## config.mk

```make
export PLATFORM = sky130hd
export DESIGN_NAME = rgb_to_hsv_pixel_unit
export DESIGN_NICKNAME = d
export VERILOG_FILES = /design/src/rgbhsv_pkg.sv /design/src/rgb_to_hsv_pixel_unit.sv
export SDC_FILE = /design/constraint.sdc
export NUM_CORES = 1
export LEC_CHECK = 0
export ABC_CLOCK_PERIOD_IN_PS = 5900
export BUFFER_PORTS_ARGS = -buffer_cell sky130_fd_sc_hd__buf_2
export CORE_MARGIN = 1.5
export CORE_UTILIZATION = 57
export DETAILED_ROUTE_END_ITERATION = 12
export PLACE_DENSITY_LB_ADDON = 0.25
export RECOVER_POWER = 25
export SLEW_MARGIN = 20
export SYNTH_ARGS = -nofsm -noshare
export SYNTH_HDL_FRONTEND = slang
export SYNTH_SLANG_ARGS = --single-unit
```

## constraint.sdc

```tcl
create_clock -name aclk -period 5.9 [get_ports aclk]
set_input_delay 0.295 -clock aclk [delete_from_list [all_inputs] [get_ports aclk]]
set_output_delay 0.295 -clock aclk [all_outputs]
set_load 0.01 [all_outputs]
```

## src/rgbhsv_pkg.sv

```systemverilog
// Package for the RGB to HSV pixel unit: stage payload types and constants.
// No dependencies.
package rgbhsv_pkg;

    localparam int PixW     = 8;
    localparam int NumW     = 2 * PixW;
    localparam int DivSteps = PixW;

    localparam logic [PixW-1:0] HueStep      = 8'd43;
    localparam logic [PixW-1:0] HueBaseRed   = 8'd0;
    localparam logic [PixW-1:0] HueBaseGreen = 8'd85;
    localparam logic [PixW-1:0] HueBaseBlue  = 8'd171;
    localparam logic [PixW-1:0] SatScale     = 8'd255;

    // after max/min and hue sector select
    typedef struct packed {
        logic [PixW-1:0] hi;
        logic [PixW-1:0] chroma;
        logic [PixW-1:0] absdiff;
        logic [PixW-1:0] base;
        logic            neg;
    } rgbhsv_front_t;

    // division pipeline payload
    typedef struct packed {
        logic [PixW-1:0] hi;
        logic [PixW-1:0] chroma;
        logic [PixW-1:0] base;
        logic            neg;
        logic [NumW-1:0] sat_rem;
        logic [NumW-1:0] hue_rem;
        logic [PixW-1:0] sat_q;
        logic [PixW-1:0] hue_q;
    } rgbhsv_div_t;

endpackage

```

## src/rgb_to_hsv_pixel_unit.sv

```systemverilog
// Throughput: one pixel per clock while m_ready is high; a low m_ready stalls the full stages.
// Stages: max/min select, numerator multiply, eight restoring division steps (one quotient
// bit per stage, saturation and hue dividers side by side), final hue wrap.
// Every stage holds when the next one is full and stalled, so bubbles are squeezed out.
// Reset: aresetn synchronous, active low; clears all stage valid bits only.
// Depends on rgbhsv_pkg.
module rgb_to_hsv_pixel_unit
    import rgbhsv_pkg::*;
(
    input  logic        aclk,
    input  logic        aresetn,
    input  logic        s_valid,
    output logic        s_ready,
    input  logic [7:0]  s_blue,
    input  logic [7:0]  s_green,
    input  logic [7:0]  s_red,
    output logic        m_valid,
    input  logic        m_ready,
    output logic [7:0]  m_hue,
    output logic [7:0]  m_saturation,
    output logic [7:0]  m_brightness
);

    // ---------------- stage enables (per-stage ready chain) ----------------
    logic                front_valid_reg;
    rgbhsv_front_t       front_reg, front_next;
    logic                div_valid_reg [0:DivSteps];
    rgbhsv_div_t         div_reg       [0:DivSteps];
    rgbhsv_div_t         div_next      [0:DivSteps];
    logic                div_en        [0:DivSteps];
    logic                out_valid_reg;
    logic [PixW-1:0]     hue_reg, hue_next;
    logic [PixW-1:0]     sat_reg, sat_next;
    logic [PixW-1:0]     bright_reg;
    logic                out_en;
    logic                front_en;

    // A stage may load when it is empty or its contents move on this cycle.
    assign out_en = !out_valid_reg || m_ready;

    always_comb begin
        div_en[DivSteps] = !div_valid_reg[DivSteps] || out_en;
        for (int i = DivSteps - 1; i >= 0; i--) begin
            div_en[i] = !div_valid_reg[i] || div_en[i+1];
        end
    end

    assign front_en = !front_valid_reg || div_en[0];
    assign s_ready  = front_en;

    // ---------------- front stage: max, min, hue sector ----------------
    logic [PixW-1:0] hi, lo, mx_rg, mn_rg, sel_p, sel_q;
    logic [PixW:0]   diff;

    always_comb begin
        mx_rg = (s_red > s_green) ? s_red : s_green;
        hi    = (mx_rg > s_blue) ? mx_rg : s_blue;
        mn_rg = (s_red < s_green) ? s_red : s_green;
        lo    = (mn_rg < s_blue) ? mn_rg : s_blue;

        // red wins ties, then green, then blue
        if (hi == s_red) begin
            sel_p           = s_green;
            sel_q           = s_blue;
            front_next.base = HueBaseRed;
        end else if (hi == s_green) begin
            sel_p           = s_blue;
            sel_q           = s_red;
            front_next.base = HueBaseGreen;
        end else begin
            sel_p           = s_red;
            sel_q           = s_green;
            front_next.base = HueBaseBlue;
        end

        diff               = {1'b0, sel_p} - {1'b0, sel_q};
        front_next.neg     = diff[PixW];
        front_next.absdiff = diff[PixW] ? PixW'(-diff) : diff[PixW-1:0];
        front_next.hi      = hi;
        front_next.chroma  = hi - lo;
    end

    always_ff @(posedge aclk) begin
        if (!aresetn) begin
            front_valid_reg <= 1'b0;
        end else if (front_en) begin
            front_valid_reg <= s_valid;
        end
        if (front_en) begin
            front_reg <= front_next;
        end
    end

    // ---------------- numerator stage ----------------
    always_comb begin
        div_next[0].hi      = front_reg.hi;
        div_next[0].chroma  = front_reg.chroma;
        div_next[0].base    = front_reg.base;
        div_next[0].neg     = front_reg.neg;
        div_next[0].sat_rem = NumW'(front_reg.chroma) * NumW'(SatScale);
        div_next[0].hue_rem = NumW'(front_reg.absdiff) * NumW'(HueStep);
        div_next[0].sat_q   = '0;
        div_next[0].hue_q   = '0;
    end

    // ---------------- restoring division, one quotient bit per stage ----------------
    // Both quotients fit in 8 bits (chroma <= max, |diff| <= chroma), so the
    // divisor shifted by the bit weight is compared against the running remainder.
    for (genvar i = 0; i < DivSteps; i++) begin : g_div
        localparam int K = DivSteps - 1 - i;
        logic [NumW-1:0] sat_d, hue_d;
        logic            sat_take, hue_take;

        always_comb begin
            sat_d    = NumW'(div_reg[i].hi) << K;
            hue_d    = NumW'(div_reg[i].chroma) << K;
            sat_take = div_reg[i].sat_rem >= sat_d;
            hue_take = div_reg[i].hue_rem >= hue_d;

            div_next[i+1]          = div_reg[i];
            div_next[i+1].sat_rem  = sat_take ? div_reg[i].sat_rem - sat_d
                                              : div_reg[i].sat_rem;
            div_next[i+1].hue_rem  = hue_take ? div_reg[i].hue_rem - hue_d
                                              : div_reg[i].hue_rem;
            div_next[i+1].sat_q[K] = sat_take;
            div_next[i+1].hue_q[K] = hue_take;
        end
    end

    always_ff @(posedge aclk) begin
        if (!aresetn) begin
            for (int i = 0; i <= DivSteps; i++) begin
                div_valid_reg[i] <= 1'b0;
            end
        end else begin
            if (div_en[0]) begin
                div_valid_reg[0] <= front_valid_reg;
            end
            for (int i = 1; i <= DivSteps; i++) begin
                if (div_en[i]) begin
                    div_valid_reg[i] <= div_valid_reg[i-1];
                end
            end
        end
        for (int i = 0; i <= DivSteps; i++) begin
            if (div_en[i]) begin
                div_reg[i] <= div_next[i];
            end
        end
    end

    // ---------------- output stage ----------------
    // Zero chroma covers both black and grey pixels: saturation and hue are 0.
    // Otherwise saturation is never 0, since 255*chroma >= max.
    logic [PixW-1:0] hue_part;

    always_comb begin
        hue_part = div_reg[DivSteps].neg ? PixW'(-div_reg[DivSteps].hue_q)
                                         : div_reg[DivSteps].hue_q;
        if (div_reg[DivSteps].chroma == '0) begin
            hue_next = '0;
            sat_next = '0;
        end else begin
            hue_next = div_reg[DivSteps].base + hue_part;
            sat_next = div_reg[DivSteps].sat_q;
        end
    end

    always_ff @(posedge aclk) begin
        if (!aresetn) begin
            out_valid_reg <= 1'b0;
        end else if (out_en) begin
            out_valid_reg <= div_valid_reg[DivSteps];
        end
        if (out_en) begin
            hue_reg    <= hue_next;
            sat_reg    <= sat_next;
            bright_reg <= div_reg[DivSteps].hi;
        end
    end

    assign m_valid      = out_valid_reg;
    assign m_hue        = hue_reg;
    assign m_saturation = sat_reg;
    assign m_brightness = bright_reg;

endmodule
```

==> results.toml, run 1 <==
[run_status]
status = "finished, final reports clean"

[drt]
ant_nets = 0
post_drt_wl_per_cell_um = 15.19
first_pass_iters = 5
routed_wl_um = 49770
vias_per_cell = 5.385
dr_total_vias = 17648
drtIter0Drc = 786
drc = 0

[yosys]
synth-seq-cells = 561
syn_nets = 2741
ys.flop_type = "edfxtp_1"
yosys.area_share.simple = 0.09423
synthArstFlopShare = 0
synth_fa_ha_area_frac = 0.1403
ys_types = 68
postSynthAreaPerCell_um2 = 12.37
synth_edf_count = 559
synth_compound_area_frac = 0.08400
yosys.area.top_type = "edfxtp_1"
yosys.area_share.xor_xnor = 0.04932
synth_area_leaders = "edfxtp_1 (56%), ha_1 (10%), inv_1 (3.8%), fa_1 (3.8%), xnor2_1 (2.9%)"
synth_top_area_share = 0.5626
ys_warn_count = 0
synth_top_family_by_area = "adder cells"
syn_inst = 2412
muxShareOfSynthArea = 0.02529
synth_area_um2 = 29830
yosysSeqAreaShare = 0.5640

[floorplan]
die_y_um = 231.8
dieWidth_um = 231.8
rows = 83
start_util = 0.5792
core-area_um2 = 51510
ios = 54
dieArea_um2 = 53720

[sta]
setup_viol = 0
slew_headroom = 0.2864
setup-tns-final_ns = 0
finalMaxSlewViolations = 0
clock_skew_ns = 0.02233
grt_setup_unrepaired = "no"
worstMarginPinSlew_ns = 1.070
final.period_utilization = 0.9351
fmax_mhz = 181.2
final_hold_viol_count = 0
min_period_ns = 5.517

[critical_path]
cp_max_fo = 15
r2r-start = "div_next[644]$_DFFE_PP_"
path_class = "in -> reg"
critPathRequiredTime_ns = 6.23
cp_slowest_stage_delay_ns = 0.56
worstRegToRegCells = 13
ff2ff_setup_slack_ns = 1.11
reg2reg_to = "div_reg[0][46]$_DFFE_PN_"
startpoint_type = "primary input"
critPathCaptureType = "register"
arrival_ns = 5.85
cp_slowest_cell = "or4_1"

[global_route]
grt_pass1_vias = 18424
met3_usage = 0.02554
grt_pass1_wl_um = 83470
met2_usage = 0.3736
grt_remaining_overflow = 0
grt_antenna_before_repair = 0
grt_max_degree = 66
grt-busiest-layer = "met2"
track_usage = 0.1905
grtUsageMet1 = 0.2014

[finish]
drive_gt1_frac = 0.1044
fillers = 3738
diodes = 0
fin_area_um2 = 33260
synthToLayoutAreaGrowth_pct = 11.49
fin_cells = 3277
largest_register_ffs = 498
final_nets = 2880

[clock_network]
clk_pin_slew_worst_paths_ns = 0.06
cts_root_buf = "clkbuf_16"
cts_buffer_depth = 3
cts_tree = "done"
h-tree-depth = 2
cts_sinks = 561
cts_buffers = 55
clock_latency_ns = 0.60

[place]
dp_hpwl_um = 37960
place_congestion = 0.9239
place_area_um2 = 31350
io_buffers = 53
dp.cells = 3173

[hold_path]
min_delay_path_depth = 3
hold_end = "m_valid$_SDFFE_PN0P_"
worstHoldStart = "m_ready"
hold_path_class = "in -> reg"

[run]
drv_cap = 0
logic make-up (layout without fill, tap and decap cells):
logic type      count (synthesis)  in the layout
xor+xnor                      168            168
fa+ha+maj                     301            301
mux                            70             70
flops                         561            561
compound gates                404            404
buf+inv                       336            521
simple gates                  572            572
through the flow:
step / setup slack, ns / hold WS, ns / utilization
2_1_floorplan: 0.007379 / 0.4003 / -
3_3_place_gp: -0.1132 / 0.4028 / 0.6085
3_5_place_dp: -0.3211 / 0.4045 / 0.6085
4_1_cts: 0.2911 / 0.04013 / 0.6450
5_1_grt: 0.02586 / 0.08703 / 0.6458
6_report: 0.3827 / 0.07157 / 0.6458
metal layers:
layer | vias up | routed length [um]
met3 | 107 | 1528
met4 | 0 | 1730
met5 | - | 0
li1 | 8892 | -
met2 | 305 | 26760
met1 | 8344 | 19750
critical path: cells and delay by family:
kind	cells	cell delay, ns
AO/OA/AOI/OAI	12	2.15
XOR/XNOR	1	0.14
adder cells (fa/ha/maj)	4	1.08
buffers and inverters	5	0.70
multiplexers	2	0.54
AND/OR/NAND/NOR	5	0.94
what timing repair did:
item,CTS,global route
resized for setup,0,7
endpoints found under the hold margin,1,0
setup endpoints to repair,0,7
buffers inserted,0,0
hold buffers,1,0
cell usage in the layout, fill, tap and decap left out, types with 18 or more instances in the layout:
cell	count
inv_1	299
a21o_1	36
buf_4	58
edfxtp_1	559
buf_2	53
clkbuf_16	56
nand3_1	21
ha_1	243
nor2b_1	44
o21ai_0	111
and2_1	21
o21a_1	18
nor2_1	156
nand2_1	150
o31ai_1	23
xor2_1	69
nand4_1	25
fa_1	55
xnor2_1	97
nand2b_1	34
a21boi_0	28
nor4_1	30
a21oi_1	103
mux2i_1	33
nor3_1	21
mux2_2	33
cells in the mapped netlist (5+ instances only):
library cell  number
nor4_1            30
and2_1            21
nor2_1           157
nand3_1           22
fa_1              56
or3_1             15
a21o_1            36
mux2i_1           33
nor2b_1           45
inv_1            304
o21ai_1            8
o31ai_1           24
nand2b_1          34
o21ai_0          116
and3_1            15
mux2_2            33
clkbuf_1          25
a221o_1            5
xor2_1            70
nand4b_1           6
a211oi_1           6
a31oi_1           11
edfxtp_1         559
a21oi_1          107
or4_1              5
a21boi_0          29
nand4_1           25
ha_1             245
xnor2_1           98
nand2_1          153
nor3_1            21
o21bai_1          12
o21a_1            18
worst max path at each step:
| stage | from | to |
|---|---|---|
| after floorplan | s_green[1] | front_reg[16]$_DFFE_PP_ |
| final | s_green[7] | front_reg[15]$_DFFE_PP_ |
| after global routing | s_green[2] | front_reg[15]$_DFFE_PP_ |
| after detailed placement | s_green[7] | front_reg[11]$_DFFE_PP_ |
| after global placement | s_green[7] | front_reg[15]$_DFFE_PP_ |
| after CTS | s_green[7] | front_reg[11]$_DFFE_PP_ |
area by class of cell:
cell class	instances	area (um^2)	share of cell area
Clock inverter	42	449.2	0.01350
Tap cell	680	850.8	0.02558
Inverter	305	1145	0.03442
Sequential cell	561	16830	0.5058
Timing Repair Buffer	113	730.7	0.02197
Multi-Input combinational cell	1515	11840	0.3560
Clock buffer	61	1420	0.04269
Power of run 1 is left out: the tool's default activity adds up to more than one toggle a clock period on the data nets, which glitch-free logic cannot reach.
==> run 2: changes to the inputs <==
PLACE_DENSITY = 0.76   (was default)
PLACE_DENSITY_LB_ADDON = default   (was 0.25)
==> results.toml, run 2 (synthesis results as in run 1) <==
[critical_path]
cp_top_family = "compound AO/OA/AOI/OAI gates"
crit_end = "front_reg[15]$_DFFE_PP_"
ff2ff_setup_slack_ns = 1.10
worstRegToRegCells = 13
critPathRequiredTime_ns = 6.24
startpoint_type = "primary input"
cp.depth = 29
path_class = "in -> reg"
arrival_ns = 5.91
reg2reg_to = "div_reg[0][46]$_DFFE_PN_"
cp_slowest_stage_delay_ns = 0.59
path_buf_inv = 5
cp_max_fo = 15
critPathCaptureType = "register"
cp_slowest_cell = "or4_1"
r2r-start = "div_next[644]$_DFFE_PP_"
crit_start = "s_green[7]"

[clock_network]
cts_buffer_depth = 3
clock_latency_ns = 0.60
cts_resized = 0
cts_sinks = 561
cts_buffers = 57
cts_tree = "done"
clk_pin_slew_worst_paths_ns = 0.06
cts_root_buf = "clkbuf_16"
h-tree-depth = 2
cts_setup_buffers = 0

[drt]
dr_total_vias = 17858
vias_per_cell = 5.441
ant_nets = 0
drtIter0Drc = 750
drc = 0
first_pass_iters = 4
post_drt_wl_per_cell_um = 15.35
routed_wl_um = 50390

[finish]
multi_input_area_um2 = 11820
fin_cells = 3282
diodes = 0
synthToLayoutAreaGrowth_pct = 11.27
largest_register_ffs = 498
fillers = 3740
regArea_um2 = 16830
final_common_cell = "edfxtp_1"
final_nets = 2886
final_cell_mix = "edfxtp_1 (559), inv_1 (299), ha_1 (244), nor2_1 (156), nand2_1 (150)"
drive_gt1_frac = 0.1018

[sta]
setup_viol = 0
final.period_utilization = 0.9446
final_hold_viol_count = 0
fmax_mhz = 179.4
grt_setup_unrepaired = "no"
min_period_ns = 5.573
slew_headroom = 0.3010
worstMarginPinSlew_ns = 1.048
finalMaxSlewViolations = 0
clock_skew_ns = 0.01520

[place]
place_congestion = 0.9238
io_buffers = 53
dp.cells = 3177
dp_hpwl_um = 38680

[run_status]
status = "finished, final reports clean"

[global_route]
grt_pass1_vias = 18436
grt_remaining_overflow = 0
track_usage = 0.1898
grt_antenna_before_repair = 0
grt_max_degree = 66
grt_pass1_wl_um = 83450

[floorplan]
core-area_um2 = 51510
die_y_um = 231.8
ios = 54
rows = 83
dieArea_um2 = 53720
dieWidth_um = 231.8
start_util = 0.5792

[run]
drv_cap = 0

[hold_path]
hold_path_class = "in -> reg"
-- run 2: cell types whose count changed in the layout (fill, tap and decap cells not counted), moves of 3 or more --
| cell | before | now |
|---|---|---|
| clkinv_2 | 10 | 15 |
| buf_4 | 58 | 62 |
| clkinvlp_4 | 11 | 2 |
| clkbuf_1 | 5 | 9 |
| clkinv_1 | 9 | 12 |
| bufinv_16 | 8 | 5 |
-- run 2: worst min-delay path by stage --
stage	slack (ns)	depth (start not counted)	endpoint	startpoint
2_1_floorplan	0.40	0	div_reg[0][121]$_DFFE_PP_	div_reg[0][48]$_DFFE_PN_
3_3_place_gp	0.40	0	div_reg[0][442]$_DFFE_PP_	div_reg[0][369]$_DFFE_PP_
3_5_place_dp	0.40	0	div_reg[0][122]$_DFFE_PP_	div_reg[0][49]$_DFFE_PN_
4_1_cts	0.03	2	m_valid$_SDFFE_PN0P_	aresetn
5_1_grt	0.06	2	m_valid$_SDFFE_PN0P_	aresetn
6_report	0.07	2	m_valid$_SDFFE_PN0P_	aresetn
-- run 2: final cells by class --
class                           count  share of cell area
Timing Repair Buffer              117             0.02291
Tap cell                          680             0.02563
Clock buffer                       66             0.04398
Sequential cell                   561              0.5068
Multi-Input combinational cell   1515              0.3560
Inverter                          305             0.03449
Clock inverter                     38             0.01010
-- run 2: layer usage --
layer  GRT usage  part of all wire  routed length, um  vias up
met2      0.3686              0.54              27050      339
met3     0.02996             0.032               1627      149
met4     0.08239             0.042               2101        0
li1            -                 -                  -     8923
met1      0.2001              0.39              19610     8447
met5           0                 0                  0        -
-- run 2: timing repair --
item                       in CTS  in global routing
hold buffers                    1                  0
hold endpoints to repair        1                  0
setup endpoints to repair       0                  0
-- run 2: through the flow --
stage	worst slack (ns)	hold WS [ns]	instance area (um^2)	utilization	setup TNS, ns
5_1_grt	0.02015	0.05531	33200	0.6445	0
6_report	0.3271	0.07043	33200	0.6445	0
3_3_place_gp	-0.1094	0.4012	31380	0.6091	-0.4089
4_1_cts	0.4029	0.02539	33180	0.6442	0
3_5_place_dp	-0.2164	0.4045	31380	0.6091	-1.350
2_1_floorplan	0.007379	0.4003	29910	-	0
Power of run 2 is left out for the same reason.
==> run 3: changes to the inputs <==
BUFFER_PORTS_ARGS = default   (was -buffer_cell sky130_fd_sc_hd__buf_2)
CORE_UTILIZATION = 58   (was 57)
DONT_BUFFER_PORTS = 1   (was default)
GPL_ROUTABILITY_DRIVEN = 0   (was default)
==> results.toml, run 3 (synthesis results as in run 1) <==
[run]
drv_cap = 0

[finish]
final_cell_mix = "edfxtp_1 (559), inv_1 (299), ha_1 (244), nor2_1 (156), nand2_1 (150)"
regArea_um2 = 16830
fin_cells = 3196
largest_register_ffs = 498
diodes = 0
synthToLayoutAreaGrowth_pct = 10.04
multi_input_area_um2 = 11810
final_common_cell = "edfxtp_1"
fillers = 3571
final_nets = 2807
drive_gt1_frac = 0.07805

[global_route]
grt_pass1_vias = 18274
grt_antenna_before_repair = 0
grt_max_degree = 66
grt_pass1_wl_um = 82490
track_usage = 0.1891
grt_remaining_overflow = 0

[clock_network]
clk_pin_slew_worst_paths_ns = 0.06
cts_tree = "done"
cts_root_buf = "clkbuf_16"
cts_buffer_depth = 3
cts_sinks = 561
clock_latency_ns = 0.61
cts_buffers = 55
h-tree-depth = 2

[critical_path]
startpoint_type = "primary input"
cp_slowest_cell = "or4_1"
path_buf_inv = 4
cp_slowest_stage_delay_ns = 0.56
critPathRequiredTime_ns = 6.25
arrival_ns = 5.85
cp_max_fo = 18
cp_top_family = "compound AO/OA/AOI/OAI gates"
path_class = "in -> reg"
critPathCaptureType = "register"

[sta]
fin_ws_ns = 0.4071
setup_viol = 0
slew_headroom = 0.2910
grt_setup_unrepaired = "no"
finalMaxSlewViolations = 0
clock_skew_ns = 0.02059
worstMarginPinSlew_ns = 1.064
fmax_mhz = 182.1
min_period_ns = 5.493
final.period_utilization = 0.9310
final_hold_viol_count = 0

[place]
io_buffers = 0
dp.cells = 3089
dp_hpwl_um = 37220
post-place-ws_ns = -0.1788

[drt]
drtIter0Drc = 869
vias_per_cell = 5.539
first_pass_iters = 4
post_drt_wl_per_cell_um = 15.45
routed_wl_um = 49390
dr_total_vias = 17702
drc = 0
ant_nets = 0

[floorplan]
core-area_um2 = 50480
dieWidth_um = 229.8
ios = 54
dieArea_um2 = 52810
rows = 82
die_y_um = 229.8
start_util = 0.5910

[hold_path]
hold_path_class = "in -> reg"

[run_status]
status = "finished, final reports clean"
-- run 3: cell count changes in the layout (fill, tap and decap cells not counted), moves of 4 or more --
cell,previous run,this run
buf_2,53,0
buf_4,62,35
clkinv_1,12,5
clkbuf_1,9,4
bufinv_16,5,9
clkinvlp_4,2,6
inv_6,2,6
-- run 3: final timing paths --
| check | start | to | slack [ns] | cells past startpoint |
|---|---|---|---|---|
| setup / recovery | s_green[7] | front_reg[11]$_DFFE_PP_ | 0.41 | 28 |
| hold / removal | s_blue[0] | div_next[649]$_DFFE_PP_ | 0.09 | 2 |
| setup reg to reg | div_next[644]$_DFFE_PP_ | div_reg[0][46]$_DFFE_PN_ | 1.13 | 13 |
| hold reg to reg | div_reg[0][274]$_DFFE_PP_ | div_reg[0][347]$_DFFE_PP_ | 0.41 | 0 |
-- run 3: area by class of cell --
class                           instances  share of cell area
Clock buffer                           59             0.04238
Clock inverter                         44             0.01486
Inverter                              305             0.03491
Multi-Input combinational cell       1515              0.3599
Sequential cell                       561              0.5125
Tap cell                              672             0.02561
Timing Repair Buffer                   40            0.009833
-- run 3: repair_timing --
| item | in CTS | in global routing |
|---|---|---|
| endpoints found under the hold margin | 21 | 0 |
| setup buffers | 0 | 0 |
| hold buffers | 4 | 0 |
| resized for setup | 0 | 1 |
| endpoints found under the setup margin | 0 | 2 |
-- run 3: metrics by stage --
stage / utilization / hold slack, ns / TNS (ns) / instance area (um^2)
floorplan: - / 0.4003 / 0 / 29910
global placement: 0.6122 / 0.4009 / 0 / 30900
detailed placement: 0.6122 / 0.4045 / -0.9224 / 30900
CTS: 0.6502 / 0.03663 / 0 / 32820
global route: 0.6504 / 0.05874 / 0 / 32830
finish: 0.6504 / 0.08727 / 0 / 32830
-- run 3: worst register-to-register path: stages (launching register included) --
cell and delay, ns:
edfxtp_1 0.54, fa_1 0.65, inv_1 0.08, fa_1 0.54
inv_1 0.06, fa_1 0.51, fa_1 0.49, ha_1 0.33
a21boi_0 0.16, o311a_1 0.34, o21a_1 0.19, o21a_1 0.19
o41a_1 0.33, xnor2_1 0.13
-- run 3: routing by layer --
layer / up-vias / share of wire / wire length [um] / GRT usage
li1: 8764 / - / - / -
met1: 8402 / 0.39 / 19250 / 0.2015
met2: 385 / 0.53 / 26320 / 0.3615
met3: 151 / 0.039 / 1930 / 0.03509
met4: 0 / 0.038 / 1894 / 0.08190
met5: - / 0 / 0 / 0
Power of run 3 is left out for the same reason.
